==> src/design/green_power_frame_header_parser_macros.svh <==
// Assertion macros for the green power frame header parser.
// Used by the top level; the clock is clk and the reset is rst in every user.
`ifndef GREEN_POWER_FRAME_HEADER_PARSER_MACROS_SVH
`define GREEN_POWER_FRAME_HEADER_PARSER_MACROS_SVH

`ifndef SYNTHESIS
`define GPFHP_ASSERT_SAME(lbl, ante, cons) \
  lbl: assert property (@(posedge clk) disable iff (rst) (ante) |-> (cons)) \
    else $error("gpfhp: same-cycle check failed");
`define GPFHP_ASSERT_NEXT(lbl, ante, cons) \
  lbl: assert property (@(posedge clk) disable iff (rst) (ante) |=> (cons)) \
    else $error("gpfhp: next-cycle check failed");
`else
`define GPFHP_ASSERT_SAME(lbl, ante, cons)
`define GPFHP_ASSERT_NEXT(lbl, ante, cons)
`endif

`endif

==> src/design/gpfhp_pkg.sv <==
// Shared types, constants and the header layout decoder for the parser.
// No dependencies; used by every module of the block.
`timescale 1ns / 1ps

package gpfhp_pkg;

  localparam int MaxFrameBytes = 127;
  localparam int IdxW          = 7;
  localparam int QueueDepth    = 2;

  localparam logic [7:0] ProtoMask   = 8'h7c;
  localparam logic [7:0] MaintExt    = 8'h81;
  localparam logic [7:0] SecMask     = 8'h18;
  localparam logic [7:0] SecReserved = 8'h08;
  localparam logic [1:0] FtMaint     = 2'd1;

  localparam logic [2:0] APP_SRC  = 3'd0;
  localparam logic [2:0] APP_IEEE = 3'd2;

  typedef enum logic [2:0] {
    ST_OK          = 3'd0,
    ST_BAD_APP     = 3'd1,
    ST_OUTGOING    = 3'd2,
    ST_SHORT       = 3'd3,
    ST_NO_EXT_ADDR = 3'd4,
    ST_RSVD_SEC    = 3'd5,
    ST_SHORT_MIC   = 3'd6
  } status_t;

  typedef enum logic [1:0] {
    KIND_CTRL = 2'd0,
    KIND_EXT  = 2'd1,
    KIND_BODY = 2'd2
  } kind_t;

  typedef struct packed {
    logic [7:0]      data;
    logic            last;
    logic            src_ext;
    logic [IdxW-1:0] idx;
    kind_t           kind;
  } item_t;

  typedef struct packed {
    logic       has_ext;
    logic [2:0] app;
    logic [1:0] sec;
    logic       has_src;
    logic [1:0] src_at;
    logic       has_ep;
    logic [2:0] ep_at;
    logic       has_cnt;
    logic [3:0] cnt_at;
    logic [3:0] hdr;
  } layout_t;

  // Field positions implied by the control and extended control bytes.
  function automatic layout_t get_layout(logic [7:0] ctrl, logic [7:0] ext);
    layout_t    l;
    logic [3:0] pos;
    l.has_ext = ctrl[7];
    l.app     = l.has_ext ? ext[2:0] : APP_SRC;
    l.sec     = l.has_ext ? ext[4:3] : 2'd0;
    pos       = l.has_ext ? 4'd2 : 4'd1;
    l.has_src = ((ctrl[1:0] == 2'd0) && (l.app == APP_SRC)) ||
                (((ctrl & ~ProtoMask) == MaintExt) && (l.app == APP_SRC));
    l.src_at  = pos[1:0];
    if (l.has_src) pos = pos + 4'd4;
    l.has_ep  = (l.app == APP_IEEE);
    l.ep_at   = pos[2:0];
    if (l.has_ep) pos = pos + 4'd1;
    l.has_cnt = l.has_ext && l.sec[1];
    l.cnt_at  = pos;
    if (l.has_cnt) pos = pos + 4'd4;
    l.hdr     = pos;
    return l;
  endfunction

endpackage

==> src/design/green_power_frame_header_parser.sv <==
// Top level of the green power frame header parser: front, queue and back end.
// Depends on gpfhp_pkg, gpfhp_front, gpfhp_queue, gpfhp_back and the macros header.
//
//   channel | direction | payload                                  | handshake
//   in      | to block  | data_byte, last, src_ext_addr            | in_valid / in_stall
//   out     | from block| status .. payload_len (one per frame)    | out_valid / out_stall
//
// One byte per cycle while the input is not stalled; a final byte is written into the queue,
// and its result is loaded into the output register when the back end pops it from the head.
// The input stalls only when the two-entry queue is full; the back end holds a
// final byte in the queue while an earlier result is stalled in the output register.
// Synchronous reset clears the position counter, queue, frame state and out_valid.
`timescale 1ns / 1ps
`include "green_power_frame_header_parser_macros.svh"

module green_power_frame_header_parser #(
  parameter int MAX_FRAME_BYTES = gpfhp_pkg::MaxFrameBytes
) (
  input  logic        clk,
  input  logic        rst,
  input  logic        in_valid,
  output logic        in_stall,
  input  logic [7:0]  data_byte,
  input  logic        last,
  input  logic        src_ext_addr,
  output logic        out_valid,
  input  logic        out_stall,
  output logic [2:0]  status,
  output logic [1:0]  frame_type,
  output logic [2:0]  app_id,
  output logic [2:0]  flags,
  output logic [1:0]  sec_level,
  output logic [31:0] source_id,
  output logic [7:0]  endpoint_num,
  output logic [31:0] frame_counter,
  output logic [31:0] mic_value,
  output logic [3:0]  header_len,
  output logic [6:0]  payload_len
);
  import gpfhp_pkg::*;

  logic  q_push, q_full, q_pop, q_head_valid;
  item_t q_item, q_head;

  gpfhp_front #(.MAX_FRAME_BYTES(MAX_FRAME_BYTES)) u_front (
    .clk          (clk),
    .rst          (rst),
    .in_valid     (in_valid),
    .in_stall     (in_stall),
    .data_byte    (data_byte),
    .last         (last),
    .src_ext_addr (src_ext_addr),
    .q_full       (q_full),
    .q_push       (q_push),
    .q_item       (q_item)
  );

  gpfhp_queue u_queue (
    .clk        (clk),
    .rst        (rst),
    .push       (q_push),
    .item_in    (q_item),
    .full       (q_full),
    .pop        (q_pop),
    .head_valid (q_head_valid),
    .head       (q_head)
  );

  gpfhp_back #(.MAX_FRAME_BYTES(MAX_FRAME_BYTES)) u_back (
    .clk           (clk),
    .rst           (rst),
    .head_valid    (q_head_valid),
    .head          (q_head),
    .pop           (q_pop),
    .out_valid     (out_valid),
    .out_stall     (out_stall),
    .status        (status),
    .frame_type    (frame_type),
    .app_id        (app_id),
    .flags         (flags),
    .sec_level     (sec_level),
    .source_id     (source_id),
    .endpoint_num  (endpoint_num),
    .frame_counter (frame_counter),
    .mic_value     (mic_value),
    .header_len    (header_len),
    .payload_len   (payload_len)
  );

  `GPFHP_ASSERT_SAME(a_no_overflow, q_push, !q_full)
  `GPFHP_ASSERT_SAME(a_hold_final, q_head_valid && q_head.last && out_valid && out_stall, !q_pop)
  `GPFHP_ASSERT_NEXT(a_result_after_final, q_pop && q_head.last, out_valid)

endmodule

==> src/design/gpfhp_front.sv <==
// Front end: accepts frame bytes, counts the position and tags each item.
// Depends on gpfhp_pkg; feeds gpfhp_queue.
`timescale 1ns / 1ps

module gpfhp_front #(
  parameter int MAX_FRAME_BYTES = gpfhp_pkg::MaxFrameBytes
) (
  input  logic                clk,
  input  logic                rst,
  input  logic                in_valid,
  output logic                in_stall,
  input  logic [7:0]          data_byte,
  input  logic                last,
  input  logic                src_ext_addr,
  input  logic                q_full,
  output logic                q_push,
  output gpfhp_pkg::item_t    q_item
);
  import gpfhp_pkg::*;

  localparam logic [IdxW-1:0] IdxMax = IdxW'(MAX_FRAME_BYTES);

  logic [IdxW-1:0] idx, idx_next;
  logic            ext_flag, ext_flag_next;

  assign in_stall = q_full;
  assign q_push   = in_valid && !q_full;

  always_comb begin
    q_item.data    = data_byte;
    q_item.last    = last;
    q_item.src_ext = src_ext_addr;
    q_item.idx     = idx;
    if (idx == '0) begin
      q_item.kind = KIND_CTRL;
    end else if (idx == IdxW'(1) && ext_flag) begin
      q_item.kind = KIND_EXT;
    end else begin
      q_item.kind = KIND_BODY;
    end
  end

  always_comb begin
    idx_next      = idx;
    ext_flag_next = ext_flag;
    if (q_push) begin
      if (idx == '0) ext_flag_next = data_byte[7];
      if (last) begin
        idx_next      = '0;
        ext_flag_next = 1'b0;
      end else if (idx != IdxMax) begin
        idx_next = idx + 1'b1;
      end
    end
  end

  always_ff @(posedge clk) begin
    if (rst) begin
      idx      <= '0;
      ext_flag <= 1'b0;
    end else begin
      idx      <= idx_next;
      ext_flag <= ext_flag_next;
    end
  end

endmodule

==> src/design/gpfhp_queue.sv <==
// Short item queue between the front end and the back end.
// Depends on gpfhp_pkg for the item type and depth.
`timescale 1ns / 1ps

module gpfhp_queue (
  input  logic             clk,
  input  logic             rst,
  input  logic             push,
  input  gpfhp_pkg::item_t item_in,
  output logic             full,
  input  logic             pop,
  output logic             head_valid,
  output gpfhp_pkg::item_t head
);
  import gpfhp_pkg::*;

  localparam int PtrW = (QueueDepth > 1) ? $clog2(QueueDepth) : 1;

  item_t           slots [QueueDepth];
  logic [PtrW-1:0] wr_ptr, rd_ptr;
  logic [PtrW:0]   count, count_next;

  assign full       = (count == (PtrW + 1)'(QueueDepth));
  assign head_valid = (count != '0);
  assign head       = slots[rd_ptr];

  always_comb begin
    count_next = count;
    if (push && !pop) count_next = count + 1'b1;
    else if (pop && !push) count_next = count - 1'b1;
  end

  always_ff @(posedge clk) begin
    if (push) slots[wr_ptr] <= item_in;
  end

  always_ff @(posedge clk) begin
    if (rst) begin
      wr_ptr <= '0;
      rd_ptr <= '0;
      count  <= '0;
    end else begin
      if (push) wr_ptr <= (wr_ptr == PtrW'(QueueDepth - 1)) ? '0 : wr_ptr + 1'b1;
      if (pop)  rd_ptr <= (rd_ptr == PtrW'(QueueDepth - 1)) ? '0 : rd_ptr + 1'b1;
      count <= count_next;
    end
  end

endmodule

==> src/design/gpfhp_back.sv <==
// Back end: collects header fields from queued items and builds the result.
// Depends on gpfhp_pkg; drains gpfhp_queue and drives the output register.
`timescale 1ns / 1ps

module gpfhp_back #(
  parameter int MAX_FRAME_BYTES = gpfhp_pkg::MaxFrameBytes
) (
  input  logic             clk,
  input  logic             rst,
  input  logic             head_valid,
  input  gpfhp_pkg::item_t head,
  output logic             pop,
  output logic             out_valid,
  input  logic             out_stall,
  output logic [2:0]       status,
  output logic [1:0]       frame_type,
  output logic [2:0]       app_id,
  output logic [2:0]       flags,
  output logic [1:0]       sec_level,
  output logic [31:0]      source_id,
  output logic [7:0]       endpoint_num,
  output logic [31:0]      frame_counter,
  output logic [31:0]      mic_value,
  output logic [3:0]       header_len,
  output logic [6:0]       payload_len
);
  import gpfhp_pkg::*;

  localparam logic [IdxW-1:0] IdxMax = IdxW'(MAX_FRAME_BYTES);

  logic [7:0]  ctrl, ctrl_next;
  logic [7:0]  ext, ext_next;
  logic [31:0] src, src_next;
  logic [7:0]  ep, ep_next;
  logic [31:0] cnt, cnt_next;
  logic [31:0] tail, tail_next;
  status_t     err, err_next;

  layout_t         lay, lay_next;
  logic [IdxW-1:0] src_off, cnt_off, len, hdr_w, rem;
  logic            mic_present;
  status_t         res_status;
  logic [2:0]      res_app;
  logic [6:0]      res_payload;
  logic [31:0]     res_mic, res_src, res_cnt;
  logic [7:0]      res_ep;
  logic [3:0]      res_hdr;

  // a final byte waits until the output register can take its result
  assign pop = head_valid && (!head.last || !out_valid || !out_stall);

  always_comb begin
    lay       = get_layout(ctrl, ext);
    ctrl_next = ctrl;
    ext_next  = ext;
    src_next  = src;
    ep_next   = ep;
    cnt_next  = cnt;
    err_next  = err;
    tail_next = {head.data, tail[31:8]};
    src_off   = head.idx - IdxW'(lay.src_at);
    cnt_off   = head.idx - IdxW'(lay.cnt_at);
    case (head.kind)
      KIND_CTRL: ctrl_next = head.data;
      KIND_EXT: begin
        ext_next = head.data;
        if (head.data[2:0] != APP_SRC && head.data[2:0] != APP_IEEE) begin
          err_next = ST_BAD_APP;
        end else if (head.data[7]) begin
          err_next = ST_OUTGOING;
        end
      end
      default: begin
        if (lay.has_src && head.idx >= IdxW'(lay.src_at) && src_off < IdxW'(4)) begin
          src_next = src | ({24'd0, head.data} << {src_off[1:0], 3'b000});
        end
        if (lay.has_ep && head.idx == IdxW'(lay.ep_at)) ep_next = head.data;
        if (lay.has_cnt && head.idx >= IdxW'(lay.cnt_at) && cnt_off < IdxW'(4)) begin
          cnt_next = cnt | ({24'd0, head.data} << {cnt_off[1:0], 3'b000});
        end
      end
    endcase
  end

  // result of a frame whose final byte is at the queue head
  always_comb begin
    lay_next    = get_layout(ctrl_next, ext_next);
    len         = (head.idx == IdxMax) ? IdxMax : head.idx + 1'b1;
    hdr_w       = IdxW'(lay_next.hdr);
    rem         = len - hdr_w;
    mic_present = lay_next.has_ext && (lay_next.app != APP_SRC) && lay_next.sec[1];
    res_hdr     = lay_next.hdr;
    res_src     = lay_next.has_src ? src_next : 32'd0;
    res_ep      = lay_next.has_ep ? ep_next : 8'd0;
    res_cnt     = lay_next.has_cnt ? cnt_next : 32'd0;
    res_payload = 7'd0;
    res_mic     = 32'd0;
    if (err_next != ST_OK) begin
      res_status = err_next;
      res_hdr    = 4'd0;
      res_src    = 32'd0;
      res_ep     = 8'd0;
      res_cnt    = 32'd0;
    end else if (hdr_w >= len) begin
      res_status = ST_SHORT;
    end else if (lay_next.has_ext && lay_next.app == APP_IEEE && !head.src_ext) begin
      res_status = ST_NO_EXT_ADDR;
    end else if (mic_present && rem < IdxW'(4)) begin
      res_status = ST_SHORT_MIC;
    end else if (lay_next.has_ext && (ext_next & SecMask) == SecReserved) begin
      res_status = ST_RSVD_SEC;
    end else begin
      res_status = ST_OK;
      if (mic_present) begin
        res_payload = 7'(rem - IdxW'(4));
        res_mic     = tail_next;
      end else begin
        res_payload = 7'(rem);
      end
    end
    res_app = lay_next.app;
    // ok/rsvd/mic maintenance frame, no auto-commissioning: source-id app
    if ((res_status inside {ST_OK, ST_RSVD_SEC, ST_SHORT_MIC}) &&
        ctrl_next[1:0] == FtMaint && !ctrl_next[6]) begin
      res_app = APP_SRC;
    end
  end

  always_ff @(posedge clk) begin
    if (rst) begin
      out_valid <= 1'b0;
      ctrl      <= '0;
      ext       <= '0;
      src       <= '0;
      ep        <= '0;
      cnt       <= '0;
      tail      <= '0;
      err       <= ST_OK;
    end else begin
      // load a new result, or hold one that is still stalled
      out_valid <= (pop && head.last) || (out_valid && out_stall);
      if (pop) begin
        if (head.last) begin
          ctrl      <= '0;
          ext       <= '0;
          src       <= '0;
          ep        <= '0;
          cnt       <= '0;
          tail      <= '0;
          err       <= ST_OK;
        end else begin
          ctrl <= ctrl_next;
          ext  <= ext_next;
          src  <= src_next;
          ep   <= ep_next;
          cnt  <= cnt_next;
          tail <= tail_next;
          err  <= err_next;
        end
      end
    end
  end

  always_ff @(posedge clk) begin
    if (pop && head.last) begin
      status        <= res_status;
      frame_type    <= ctrl_next[1:0];
      app_id        <= res_app;
      flags         <= {lay_next.has_ext & ext_next[5], lay_next.has_ext & ext_next[6],
                        ctrl_next[6]};
      sec_level     <= lay_next.sec;
      source_id     <= res_src;
      endpoint_num  <= res_ep;
      frame_counter <= res_cnt;
      mic_value     <= res_mic;
      header_len    <= res_hdr;
      payload_len   <= res_payload;
    end
  end

endmodule

==> config.mk <==
export PLATFORM = sky130hd
export DESIGN_NAME = green_power_frame_header_parser
export DESIGN_NICKNAME = d
export VERILOG_FILES = /design/src/design/gpfhp_pkg.sv /design/src/design/green_power_frame_header_parser.sv /design/src/design/gpfhp_front.sv /design/src/design/gpfhp_queue.sv /design/src/design/gpfhp_back.sv
export VERILOG_INCLUDE_DIRS = /design/src /design/src/design
export SDC_FILE = /design/constraint.sdc
export NUM_CORES = 1
export LEC_CHECK = 0
export CORE_AREA = 5 5 214 216
export CTS_CLUSTER_DIAMETER = 30
export DETAILED_ROUTE_END_ITERATION = 7
export DIE_AREA = 0 0 219 221
export DONT_BUFFER_PORTS = 1
export PLACE_DENSITY = 0.47
export SETUP_SLACK_MARGIN = 0.15
export SYNTH_ARGS = -nofsm -noshare
export SYNTH_HDL_FRONTEND = slang
export SYNTH_HIERARCHICAL = 1
export SYNTH_SLANG_ARGS = --single-unit
==> constraint.sdc <==
create_clock -name clk -period 14.6 [get_ports clk]
set_input_delay 3.65 -clock clk [delete_from_list [all_inputs] [get_ports clk]]
set_output_delay 3.65 -clock clk [all_outputs]
set_load 0.05 [all_outputs]
[After elaboration in Yosys (flattened, before gate mapping)]
Memories as Yosys holds them, arrays and structs flattened. A register that Yosys moved wholly into a read port is not among the register bits.
Index checks and enable logic that the tools add are counted.
Cells by class
  bitwise logic cells: 8
  reductions and logical operators: 63
  muxes and demuxes: 50
  shift operators: 2
  add/subtract/negate cells: 15
  equality and inequality tests: 15
  magnitude comparators: 6
Operators by type and width (number)
  32-bit two-way mux: 7
  32-bit bitwise OR: 2
  8-bit by 5-bit << shifter with 32-bit output: 2
  7-bit two-way mux: 6
  8-bit two-way mux: 5
  3-bit two-way mux: 11
  1-bit logical AND: 27
  7-bit by 3-bit < comparator with 1-bit output (second input constant): 3
  4-bit two-way mux: 5
  2-bit two-way mux: 8
  7-bit by 1-bit adder with 7-bit output (second input constant): 2
  7-bit by 4-bit subtractor with 7-bit output: 2
  4-bit by 3-bit adder with 4-bit output (second input constant): 3
  3-bit == test (second input constant): 4
  3-bit nonzero test: 4
  3-bit zero test: 3
  4-bit by 1-bit adder with 4-bit output (second input constant): 2
  1-bit zero test: 8
  1-bit two-way mux: 8
  2-bit nonzero test: 4
  2-bit OR reduction: 4
  7-bit by 1-bit == test with 1-bit output (second input constant): 1
  7-bit by 3-bit == test with 1-bit output: 1
  7-bit == test (second input constant): 1
  21 further kinds: 36
Word-level totals
  logic and storage cells: 185
  output and inout bits: 130
  memories kept: 1
  register bits after elaboration: 259
  bits of input ports: 14
  RAM bits: 38
Memories
  u_queue.slots: words 2, width 19, read ports 1, clocked after Yosys merged registers in 1, wr ports 1, line gpfhp_queue.sv:19  | item_t slots [QueueDepth];

[Logic depth before layout (Yosys ltp)]
Gate-level depths: netlist of run 1.
  word-level depth: 22
  depth in mapped cells: 22
  gate-level depth less buffers: 19

[Hierarchy]
The synthesis of run 1 kept the hierarchy.
Modules (own cells, without submodules)
  gpfhp_back: times used 1, seq. area each 6065.8 um^2, cells each 965, area each 9907.0 um^2
  gpfhp_queue: times used 1, seq. area each 1241.2 um^2, cells each 81, area each 1581.5 um^2
  gpfhp_front: times used 1, seq. area each 160.2 um^2, cells each 71, area each 585.6 um^2

[Least setup slack after synthesis of run 1]
Ideal clock, no wire load.
  path kind: input -> register
  from: input port out_stall
  to: register u_back.cnt[10]
  path buffers: 2
  stages on the path: 6
  data required time: 14.472 ns
  library setup time: 0.128 ns
  arrival: 7.962 ns
  slack: 6.511 ns
  cell sequence: nand3_1 > and3_1 > or2_2 > clkbuf_1 > clkbuf_1 > nor2_1
On the way
  longest elaborated chain between the ends: 3
Ends and longest elaborated chain
  from (decl): line green_power_frame_header_parser.sv:27  | input logic out_stall,
  1-bit zero test: line gpfhp_back.sv:50  | assign pop = head_valid && (!head.last || !out_valid || !out_stall);
  1-bit logical OR: line gpfhp_back.sv:50
  1-bit logical AND: line gpfhp_back.sv:50
  to (signal assigned): line gpfhp_back.sv:156  | cnt <= cnt_next;
  to (decl): line gpfhp_back.sv:35  | logic [31:0] cnt, cnt_next;
No other way between the ends.
A chain may end at the register's enable or synchronous reset.

[Worst setup path after layout of run 1]
  from: input port out_stall
  to: register u_back.flags[0] (enable)
On the way
  longest elaborated chain between the ends: 4
Ends and longest elaborated chain
  1-bit zero test: line gpfhp_back.sv:50
  1-bit logical OR: line gpfhp_back.sv:50
  1-bit logical AND: line gpfhp_back.sv:50
  1-bit logical AND: line gpfhp_back.sv:165  | if (pop && head.last) begin
  to (signal assigned): line gpfhp_back.sv:169  | flags <= {lay_next.has_ext & ext_next[5], lay_next.has_ext & ext_next[6],
  to (decl): line gpfhp_back.sv:18  | output logic [2:0] flags,
No other way between the ends.

==> results of run 1 <==
-- critical path, delay by kind of cell --
kind | cells | cell delay (ps)
buf+inv | 1 | 810
simple gates | 2 | 1120
-- cell usage in the layout (no fill, tap or decap), types with 4 or more instances in the layout --
| cell | count |
|---|---|
| a21oi_1 | 184 |
| xor2_1 | 6 |
| clkinv_2 | 8 |
| o21ai_0 | 11 |
| and2_1 | 34 |
| clkinv_4 | 5 |
| nor2_1 | 186 |
| nand3b_1 | 19 |
| clkbuf_8 | 4 |
| edfxtp_1 | 166 |
| or2_2 | 4 |
| clkinvlp_4 | 5 |
| dfxtp_1 | 124 |
| nand2_1 | 81 |
| buf_4 | 11 |
| nand4_1 | 7 |
| inv_6 | 4 |
| a21o_1 | 6 |
| inv_1 | 19 |
| nor2b_1 | 12 |
| nand2b_1 | 7 |
| ha_1 | 17 |
| xnor2_1 | 7 |
| mux2_2 | 21 |
| clkbuf_1 | 11 |
| clkbuf_16 | 60 |
| nor3b_1 | 4 |
| mux2i_1 | 6 |
| nand3_1 | 7 |
| o21ai_1 | 5 |
| a31oi_1 | 5 |
| and3_1 | 9 |
| a22oi_1 | 15 |
| nor3_1 | 17 |
| bufinv_16 | 8 |
-- metrics by stage --
step	hold WS [ps]	util	std cells	worst slack, ps	power, W
after detailed placement	441	0.287	1642	8490	0.00226
final	446	0.333	1751	9080	0.00359
after floorplan	420	-	1117	6510	0.00204
after CTS	448	0.333	1751	9070	0.00364
after global placement	434	0.287	1642	8540	0.00226
after global routing	473	0.333	1751	8910	0.00374
-- power by group through the flow --
stage	sequential [W]	clock (W)	combinational [W]
floorplan	0.00150	0	0.000534
global placement	0.00154	0	0.000719
detailed placement	0.00154	0	0.000726
CTS	0.00152	0.00138	0.000731
global route	0.00153	0.00142	0.000791
finish	0.00152	0.00135	0.000719
-- flip-flops by register name, indices dropped and copies added, names as in the netlist, 4 cells and up, named ones only --
name and flops:
u_queue/slots 38, u_back/cnt 32, u_back/frame_counter 32, u_back/mic_value 32
u_back/source_id 32, u_back/src 32, u_back/tail 24, u_back/endpoint_num 8
u_back/ep 8, u_back/ext 7, u_back/payload_len 7, u_front/idx 7
u_back/ctrl 4, u_back/header_len 4
-- layout make-up --
type,count,share of cell area
well taps,592,0.0508
multi-input cells,727,0.286
repair buffers,11,0.00566
clock inverters,34,0.0305
inverters,22,0.00566
flip-flops and latches,290,0.512
clock buffers,75,0.110
-- per-layer routing --
metal	track usage	up-vias	wire (um)
met3	0.0400	45	2260
li1	-	3932	-
met1	0.165	4000	14100
met5	0	-	0
met2	0.214	208	15600
met4	0.0377	0	680
-- worst min path at each step --
stage / depth (start not counted) / startpoint / endpoint / slack [ps]
final: 2 / u_back/tail[12] / u_back/tail[12] / 450
after global routing: 2 / u_back/tail[14] / u_back/tail[14] / 470
after CTS: 2 / u_back/tail[12] / u_back/tail[12] / 450
after detailed placement: 2 / u_back/tail[12] / u_back/tail[12] / 440
after global placement: 2 / u_back/tail[9] / u_back/tail[9] / 430
after floorplan: 0 / u_front/idx[5] / u_queue/slots[0][7] / 420
-- cells by family (layout without fill, tap and decap cells) --
logic type	Yosys count	count (layout)	share of synthesized area
flip-flops	290	290	0.618
other	1	1	0.000311
XOR/XNOR	14	14	0.0108
multiplexers	29	29	0.0277
AND/OR/NAND/NOR	419	419	0.170
AO/OA/AOI/OAI	244	244	0.113
adder cells (fa/ha/maj)	20	20	0.0226
buffers and inverters	100	142	0.0373
==> results by group, run 1 <==
Clock network
  • Setup bufs post-CTS: 0
  • Clk Latency, worst-skew pair: roughly 570 ps
  • Post-CTS Resized: 0
  • Inserted Clock Buffers: 58
  • Clock transition at the registers of the reported paths: about 50 ps
  • Hold buffer count at cts: 0
  • CTS root buffer: clkbuf_16
  • CTS H-tree lvls: 2
  • CTS tree: built
  • Bufs on Longest Clock Path: 3
  • Clock sink count: 290

GRT
  • GRT Util Overall: 0.130
  • Global-route wire length before repair: slightly below 50000 um
  • Vias in the first global route: roughly 7900
  • Largest net degree at the start of global routing: 73
  • Initial antenna violation count: 2
  • Global route overflow: 0

Setup path
  • Crit path from: out_stall
  • Startpoint Class: input port
  • R2r setup slk: 9350 ps
  • R2R cell count: 17
  • Crit path required time: 14780 ps
  • Endpoint class of the critical path: flip-flop
  • Slowest cell on crit path: and3_4
  • CP peak stage delay: around 820 ps
  • Reg-to-reg endpoint: u_back/mic_value[18]
  • Crit-path cells: nand3_1 > and3_4 > buf_4
  • Crit Path Max Fanout: 72
  • CP Class: input port to flip-flop
  • Critical path endpoint: u_back/flags[0]
  • Crit path arrival time: about 5700 ps

Detailed routing
  • Vias: 8185
  • Routed Antenna Nets: 0
  • Via density: 4.67
  • Post-Route WL: 32600 um
  • First-pass iteration count of the detailed router: 5
  • Average wire per standard cell: 18.6 um
  • DRC violations left: 0
  • Initial DRC count: a little over 600

Final layout
  • Final net count: 1144
  • # diodes: 0
  • Proportion of layout cells with a drive suffix above 1: 0.142
  • Fillers: 4435
  • Multi-input gate area: about 0.0042 sq mm
  • Post-route cell area: 0.0146 sq mm
  • FF/Latch Area: between 0.007 and 0.008 sq mm
  • Syn-to-layout area delta: 20.8%

Timing
  • TNS Setup: 0 ps
  • Final setup violating endpoints: 0
  • Min cycle time layout: roughly 5500 ps
  • Final Hold Violating Endpoints: 0
  • Worst slew margin: 0.222
  • RSZ-0062 raised after global routing: no
  • Pins Over Slew Limit: 0
  • Achievable Freq: 181 MHz
  • Period utilization: 0.378
  • Final Skew: approximately 18 ps
  • Tightest Pin Transition: about 1200 ps

Place
  • Placement Cell Area: ~0.013 sq mm
  • IO buf count: 0
  • Post-DP HPWL: between 20000 and 25000 um
  • Placer congestion estimate: 0.787

Power
  • Seq pwr share: 0.422
  • Peak VDD IR: slightly above 0.1 mV
  • Switch share: 0.390
  • Leak: between 5 and 6 nW
  • Comb pwr share: 0.200
  • PwrDens: 246 mW/mm^2
  • Psw: between 0.001 and 0.0015 W
  • Clock share of power: 0.377
  • Int Pwr: ~0.0022 W

Yosys
  • Synth warn: 6
  • Most common cell in the synthesized netlist: nor2_1
  • Register bit count reported by yosys: 290
  • Synth Flop Type: edfxtp_1
  • Syn Std Cell Area: roughly 0.012 sq mm
  • Post-synth top cells: nor2_1, a21oi_1, edfxtp_1, dfxtp_1, nand2_1
  • Synth Instances: 1117
  • Seq/Total Area, Yosys: 0.618
  • Mapped Avg Cell Area: 10.8 sq um
  • Distinct cell type count after synthesis: 74
  • Synth area leader: edfxtp_1
  • Top post-synthesis cells by area: edfxtp_1, dfxtp_1, a21oi_1, nor2_1, nand2_1
  • Post-synth EDFFs: ~170
  • Share of the synthesized area in the top cell type: 0.413
  • Ys async rst share: 0
  • Post-synth net total: around 1200

Die
  • Row count: 77
  • Die H: 221 um
  • Die Width: ~220 um
  • Io pins: approximately 140
  • Full die area: 0.0484 sq mm
  • Area of the core: roughly 0.044 sq mm
  • Initial cell density of the core: 0.276

Status
  • Status: complete, no violations

Job
  • Max cap viols: 0

Hold path
  • Hold Path Class: flip-flop to flip-flop
Note: power is estimated with default switching activity, not from simulation.
==> run 2: changes to the inputs <==
PLACE_DENSITY = 0.49   (was 0.47)
clock period = 5.05 ns   (was 14.6 ns; I/O delays follow)
==> results by group, run 2 (synthesis gave the netlist of run 1 again) <==
GRT
  • Largest net degree at the start of global routing: 130 (+78%)
  • Vias in the first global route: 8413 (+6.2%)
  • Initial antenna violation count: 1 (-1)
  • Global-route wire length before repair: 50400 um (+2.5%)
  • GRT Util Overall: 0.134 (+0.00427)
  • Global route overflow: 0 (unchanged)

Detailed routing
  • Post-Route WL: 33200 um (+2.0%)
  • Initial DRC count: 510 (-17%)
  • Via density: 4.70 (+0.53%)
  • Average wire per standard cell: 18.6 um (about the same)
  • DRC violations left: 0 (unchanged)
  • Routed Antenna Nets: 0 (unchanged)
  • First-pass iteration count of the detailed router: 5 (unchanged)
  • Vias: 8388 (+2.5%)

Place
  • Post-DP HPWL: 21400 um (+2.2%)
  • DP Worst Slack: 71.8 ps (-8420 ps)
  • Placer congestion estimate: 0.808 (+2.6%)
  • IO buf count: 0 (unchanged)

Final layout
  • Largest register FFs: 38 (unchanged)
  • Most frequent cells in the layout: nor2_1, a21oi_1, edfxtp_1
  • Proportion of layout cells with a drive suffix above 1: 0.164 (+0.0228)
  • Largest Register: u_queue/slots
  • Syn-to-layout area delta: 24.9%
  • # diodes: 0 (unchanged)
  • Fillers: 4390 (-1.0%)
  • Final net count: 1170 (+2.3%)
  • Commonest non-fill, non-tap cell in the layout: nor2_1

Power
  • Comb pwr share: 0.196 (-0.004)
  • Leak: 5.27 nW (+5.0%)
  • Clock share of power: 0.406 (+0.029)
  • Psw: 0.00417 W (+200%)
  • PwrDens: 731 mW/mm^2 (+200%)
  • Peak VDD IR: 0.288 mV (+180%)
  • Switch share: 0.379 (-0.0109)
  • Int Pwr: 0.00685 W (+210%)
  • Seq pwr share: 0.398 (-0.024)

Setup path
  • Startpoint Class: flip-flop
  • Crit Path Max Fanout: 8 (-89%)
  • Endpoint class of the critical path: flip-flop
  • Slowest cell on crit path: or4_4
  • CP Class: flip-flop to flip-flop
  • Crit path arrival time: 4890 ps (-810 ps)
  • CP peak stage delay: 590 ps (-230 ps)
  • Crit-path cells: mux2_2 > and2b_4 > mux2_4 > nand2_1 > nor2_1 > ha_1 > inv_1 > ha_1 > inv_1 > fa_1 > a21o_1 > a21oi_1 > nand4_1 > xor2_2 > nor3_2 > or4_4 > a31oi_4 > nor3_1
  • Crit path required time: 5350 ps (-9430 ps)
  • R2R cell count: 18 (+1)
  • R2r setup slk: 450 ps (-8900 ps)
  • Family with the most delay on the worst path: simple AND/OR/NAND/NOR gates
  • Reg-to-reg endpoint: u_back/app_id[2]
  • CP bufs+invs: 2 (+1)

Timing
  • Post-route setup slack: 454 ps (-8620 ps)
  • Final Hold Violating Endpoints: 0 (unchanged)
  • RSZ-0062 raised after global routing: no
  • Achievable Freq: ~220 MHz
  • Final Skew: 17.5 ps (-0.683 ps)
  • Min cycle time layout: between 4000 and 5000 ps
  • Pins Over Slew Limit: 0 (unchanged)
  • TNS Setup: 0 ps (unchanged)
  • Final setup violating endpoints: 0 (unchanged)
  • Tightest Pin Transition: 1000 ps (-160 ps)
  • Worst slew margin: 0.329 (+0.107)
  • Period utilization: 0.910

Clock network
  • Hold buffer count at cts: 0 (unchanged)
  • Inserted Clock Buffers: 71 (+22%)
  • Clk Latency, worst-skew pair: 560 ps (about the same)
  • CTS tree: built
  • Clock sink count: 290 (unchanged)
  • Bufs on Longest Clock Path: 3 (unchanged)
  • Clock transition at the registers of the reported paths: 40 ps (about the same)
  • CTS H-tree lvls: 3 (+1)
  • CTS root buffer: clkbuf_16

Hold path
  • Hold Path Class: flip-flop to flip-flop
  • Hold-critical path depth: 2 (unchanged)
  • Hold wc startpoint: u_back/tail[13]
  • Worst Hold End: u_back/tail[13]

Die
  • Row count: 77 (unchanged)
  • Full die area: 0.0484 sq mm (unchanged)
  • Io pins: 144 (unchanged)
  • Initial cell density of the core: 0.276 (unchanged)
  • Area of the core: 0.0437 sq mm (unchanged)
  • Die H: 221 um (unchanged)
  • Die Width: 219 um (unchanged)

Job
  • Max cap viols: 0 (unchanged)

Status
  • Status: complete, no violations
[run 2: power by group through the flow]
stage          combinational, W  sequential, W  clock [W]
2_1_floorplan           0.00154        0.00432          0
3_3_place_gp            0.00213        0.00445          0
3_5_place_dp            0.00215        0.00445          0
4_1_cts                 0.00216        0.00442    0.00458
5_1_grt                 0.00237        0.00444    0.00472
6_report                0.00216        0.00439    0.00447
[run 2: cell type report]
cell class / count / area [sq um] / area share
Clock inverter: 42 / 440 / 0.0292
Tap cell: 592 / 741 / 0.0491
Clock buffer: 88 / 1970 / 0.130
Inverter: 22 / 82.6 / 0.00548
Sequential cell: 290 / 7470 / 0.495
Timing Repair Buffer: 24 / 205 / 0.0136
Multi-Input combinational cell: 727 / 4180 / 0.277
[run 2: through the flow]
stage / hold slack, ps / power, W / cell area, sq um / std cells / utilization
after floorplan: 420 / 0.00586 / 12100 / 1117 / -
after global placement: 435 / 0.00659 / 12600 / 1653 / 0.289
after detailed placement: 438 / 0.00660 / 12600 / 1653 / 0.289
after CTS: 442 / 0.0112 / 15000 / 1783 / 0.344
after global routing: 480 / 0.0115 / 15100 / 1785 / 0.345
final: 445 / 0.0110 / 15100 / 1785 / 0.345
[run 2: worst min-delay path: stages (launching register included)]
cell and delay (ps):
dfxtp_1 300, nand2_1 50, a21oi_1 50
[run 2: metal layers]
metal / routed length [um] / track usage
met1: 14400 / 0.170
met5: 13 / 0
met4: 667 / 0.0494
met3: 2420 / 0.0462
met2: 15800 / 0.213
[run 2: how the worst max path moves through the flow]
stage	cells past startpoint	slack, ps	end	start
after detailed placement	18	70	u_back/mic_value[18]	flip-flop
after global placement	18	190	u_back/mic_value[28]	flip-flop
final	18	450	u_back/app_id[2]	flip-flop
after global routing	18	210	u_back/app_id[2]	flip-flop
after floorplan	21	460	u_back/app_id[2]	flip-flop
after CTS	18	280	u_back/mic_value[31]	flip-flop
[run 2: what timing repair did]
| item | in CTS | in global routing |
|---|---|---|
| endpoints found under the setup margin | 32 | 35 |
| resized for setup | 1 | 3 |
| setup buffers | 0 | 2 |
==> run 3: changes to the inputs <==
ABC_AREA = 1   (was unset)
CORE_AREA = 5 5 218 220   (was 5 5 214 216)
DIE_AREA = 0 0 223 225   (was 0 0 219 221)
==> results by group, run 3 <==
Status
  • Status: complete, no violations

Timing
  • Min cycle time layout: 4320 ps (-271 ps)
  • Achievable Freq: 231 MHz (+6.3%)
  • Tightest Pin Transition: 1020 ps (+22.7 ps)
  • Final Skew: 28.0 ps (+10.5 ps)
  • RSZ-0062 raised after global routing: no
  • TNS Setup: 0 ps (unchanged)
  • Pins Over Slew Limit: 0 (unchanged)
  • Period utilization: 0.856 (-0.0536)
  • Final Hold Violating Endpoints: 0 (unchanged)
  • Worst slew margin: 0.314 (-0.0147)
  • Final setup violating endpoints: 0 (unchanged)

Clock network
  • CTS H-tree lvls: 3 (unchanged)
  • Post-CTS Resized: 0 (-1)
  • CTS tree: built
  • Clock sink count: 290 (unchanged)
  • Clock transition at the registers of the reported paths: 40 ps (about the same)
  • CTS root buffer: clkbuf_16
  • Setup bufs post-CTS: 0 (unchanged)
  • Inserted Clock Buffers: 72 (+1.4%)
  • Bufs on Longest Clock Path: 3 (unchanged)
  • Clk Latency, worst-skew pair: 570 ps (about the same)
  • Hold buffer count at cts: 0 (unchanged)

Final layout
  • Largest register FFs: 38 (unchanged)
  • Most frequent cells in the layout: nor2_1, nand2_1, inv_1
  • Syn-to-layout area delta: 23.8%
  • Largest Register: u_queue/slots
  • Proportion of layout cells with a drive suffix above 1: 0.150 (-0.0144)
  • Final net count: 1388 (+19%)
  • Fin util: 0.345 (+0.000399)
  • Commonest non-fill, non-tap cell in the layout: nor2_1

Detailed routing
  • First-pass iteration count of the detailed router: 5 (unchanged)
  • Post-Route WL: 33800 um (+1.6%)
  • Initial DRC count: 721 (+41%)
  • Vias: 9011 (+7.4%)
  • DRC violations left: 0 (unchanged)
  • Average wire per standard cell: 16.8 um (-10%)
  • Routed Antenna Nets: 0 (unchanged)
  • Via density: 4.47 (-4.9%)

Place
  • IO buf count: 0 (unchanged)
  • Placer congestion estimate: 0.813 (+0.64%)
  • Post-DP HPWL: 22100 um (+3.0%)

Yosys
  • Register bit count reported by yosys: 290 (unchanged)
  • Post-synth net total: 1363 (+18%)
  • Synth Instances: 1329 (+19%)
  • Top post-synthesis cells by area: edfxtp_1, dfxtp_1, nor2_1, nand2_1, inv_1
  • Mapped Avg Cell Area: 9.46 sq um (-13%)
  • Share of the synthesized area in the top cell type: 0.397 (-0.0162)
  • Distinct cell type count after synthesis: 48 (-35%)
  • Synth warn: 6 (unchanged)
  • Post-synth top cells: nor2_1, nand2_1, inv_1, edfxtp_1, dfxtp_1
  • Synth area leader: edfxtp_1
  • Most common cell in the synthesized netlist: nor2_1
  • Post-synth EDFFs: 166 (unchanged)
  • Synth Flop Type: edfxtp_1
  • Syn Std Cell Area: 0.0126 sq mm (+4.1%)
  • Ys async rst share: 0 (unchanged)
  • Seq/Total Area, Yosys: 0.594 (-0.0243)

GRT
  • Met1 usage: 0.165 (-0.00523)
  • Grt met3 use: 0.0550 (+0.00877)
  • Largest net degree at the start of global routing: 78 (-40%)
  • Global route overflow: 0 (unchanged)
  • Met2 usage: 0.206 (-0.00669)
  • Global route hottest layer: met2
  • Global-route wire length before repair: 51500 um (+2.2%)
  • GRT Util Overall: 0.131 (-0.00341)
  • Initial antenna violation count: 4 (+3)
  • Vias in the first global route: 8860 (+5.3%)

Setup path
  • Slowest cell on crit path: dfxtp_1
  • Crit Path Max Fanout: 9 (+1)
  • CP peak stage delay: 500 ps (-90 ps)
  • Crit path arrival time: 4630 ps (-260 ps)
  • Crit path required time: 5350 ps (about the same)
  • Startpoint Class: flip-flop
  • Most used cell along the critical path: nand2_1
  • CP Class: flip-flop to flip-flop
  • Endpoint class of the critical path: flip-flop

Die
  • Die H: 225 um (+1.8%)
  • Die Width: 223 um (+1.8%)
  • Full die area: 0.0502 sq mm (+3.7%)
  • Io pins: 144 (unchanged)
  • Area of the core: 0.0451 sq mm (+3.1%)
  • Initial cell density of the core: 0.279 (+0.00270)
  • Row count: 78 (+1.3%)

Power
  • Seq pwr share: 0.364 (-0.034)
  • Switch share: 0.409 (+0.0306)
  • Leak: 6.02 nW (+14%)
  • Total Power: 0.0121 W (+9.5%)
  • Comb pwr share: 0.259 (+0.063)
  • Peak VDD IR: 0.458 mV (+59%)
  • PwrDens: 775 mW/mm^2 (+6.1%)
  • Psw: 0.00494 W (+18%)
  • Clock share of power: 0.377 (-0.029)
  • Int Pwr: 0.00713 W (+4.1%)

Hold path
  • Hold Path Class: flip-flop to flip-flop

Job
  • Max cap viols: 0 (unchanged)
[run 3: cell types whose count changed after synthesis, sizes merged, moves of 18 or more]
| cell | change |
|---|---|
| and2 | -34 |
| a21oi | -103 |
| nand3 | +31 |
| nand3b | -19 |
| o21ai | +77 |
| clkbuf | -18 |
| nor2 | +72 |
| inv | +163 |
| nand2 | +122 |
[run 3: logic make-up after synthesis]
| kind of cell | share of synthesized area |
|---|---|
| compound gates | 0.103 |
| other cells | 0.000298 |
| buf+inv | 0.0819 |
| flops | 0.594 |
| mux | 0.0200 |
| fa+ha+maj | 0.0217 |
| simple gates | 0.174 |
| xor+xnor | 0.00488 |
[run 3: per-layer routing]
layer | up-vias | part of all wire
met5 | - | 0.0014
met4 | 6 | 0.020
met3 | 68 | 0.080
met2 | 244 | 0.47
met1 | 4279 | 0.43
li1 | 4414 | -
[run 3: stage by stage]
step / instance area, sq um / worst slack, ps / instances / hold slack [ps]
5_1_grt: 15600 / 348 / 2014 / 463
3_5_place_dp: 13100 / 748 / 1880 / 452
2_1_floorplan: 12600 / 414 / 1329 / 426
6_report: 15600 / 725 / 2016 / 451
4_1_cts: 15600 / 713 / 2014 / 451
3_3_place_gp: 13100 / 808 / 1880 / 442
[run 3: area by class of cell]
class | instances | area (sq um)
inverter | 184 | 696
clock buffer | 86 | 1910
timing repair buffer | 14 | 130
multi-input combinational | 792 | 4070
tap | 600 | 751
clock inverter | 48 | 533
fill | 4604 | 29500
sequential | 290 | 7470
antenna | 2 | 5.00
[run 3: worst paths after layout]
kind / slack (ps) / end / cells after the start / from
hold / removal: 450 / u_queue/slots[1][8] / 0 / u_front/idx[6]
setup reg to reg: 730 / u_back/app_id[1] / 27 / flip-flop
hold reg to reg: 450 / u_queue/slots[1][8] / 0 / u_front/idx[6]
setup / recovery: 730 / u_back/app_id[1] / 27 / flip-flop
[run 3: worst max-delay path, delay by kind of cell (launching register included)]
family / cells / cell delay [ps]
buffers and inverters: 5 / 360
DFF: 1 / 500
muxes: 1 / 450
AOI/OAI and AO/OA: 2 / 250
adders and majority gates: 3 / 820
and+or+nand+nor: 16 / 1690
[run 3: power by group through the flow]
| stage | clock network, W | logic, W | registers, W |
|---|---|---|---|
| 2_1_floorplan | 0 | 0.00230 | 0.00436 |
| 4_1_cts | 0.00465 | 0.00319 | 0.00442 |
| 5_1_grt | 0.00478 | 0.00351 | 0.00444 |
| 6_report | 0.00455 | 0.00313 | 0.00439 |
| 3_5_place_dp | 0 | 0.00317 | 0.00445 |
| 3_3_place_gp | 0 | 0.00316 | 0.00445 |
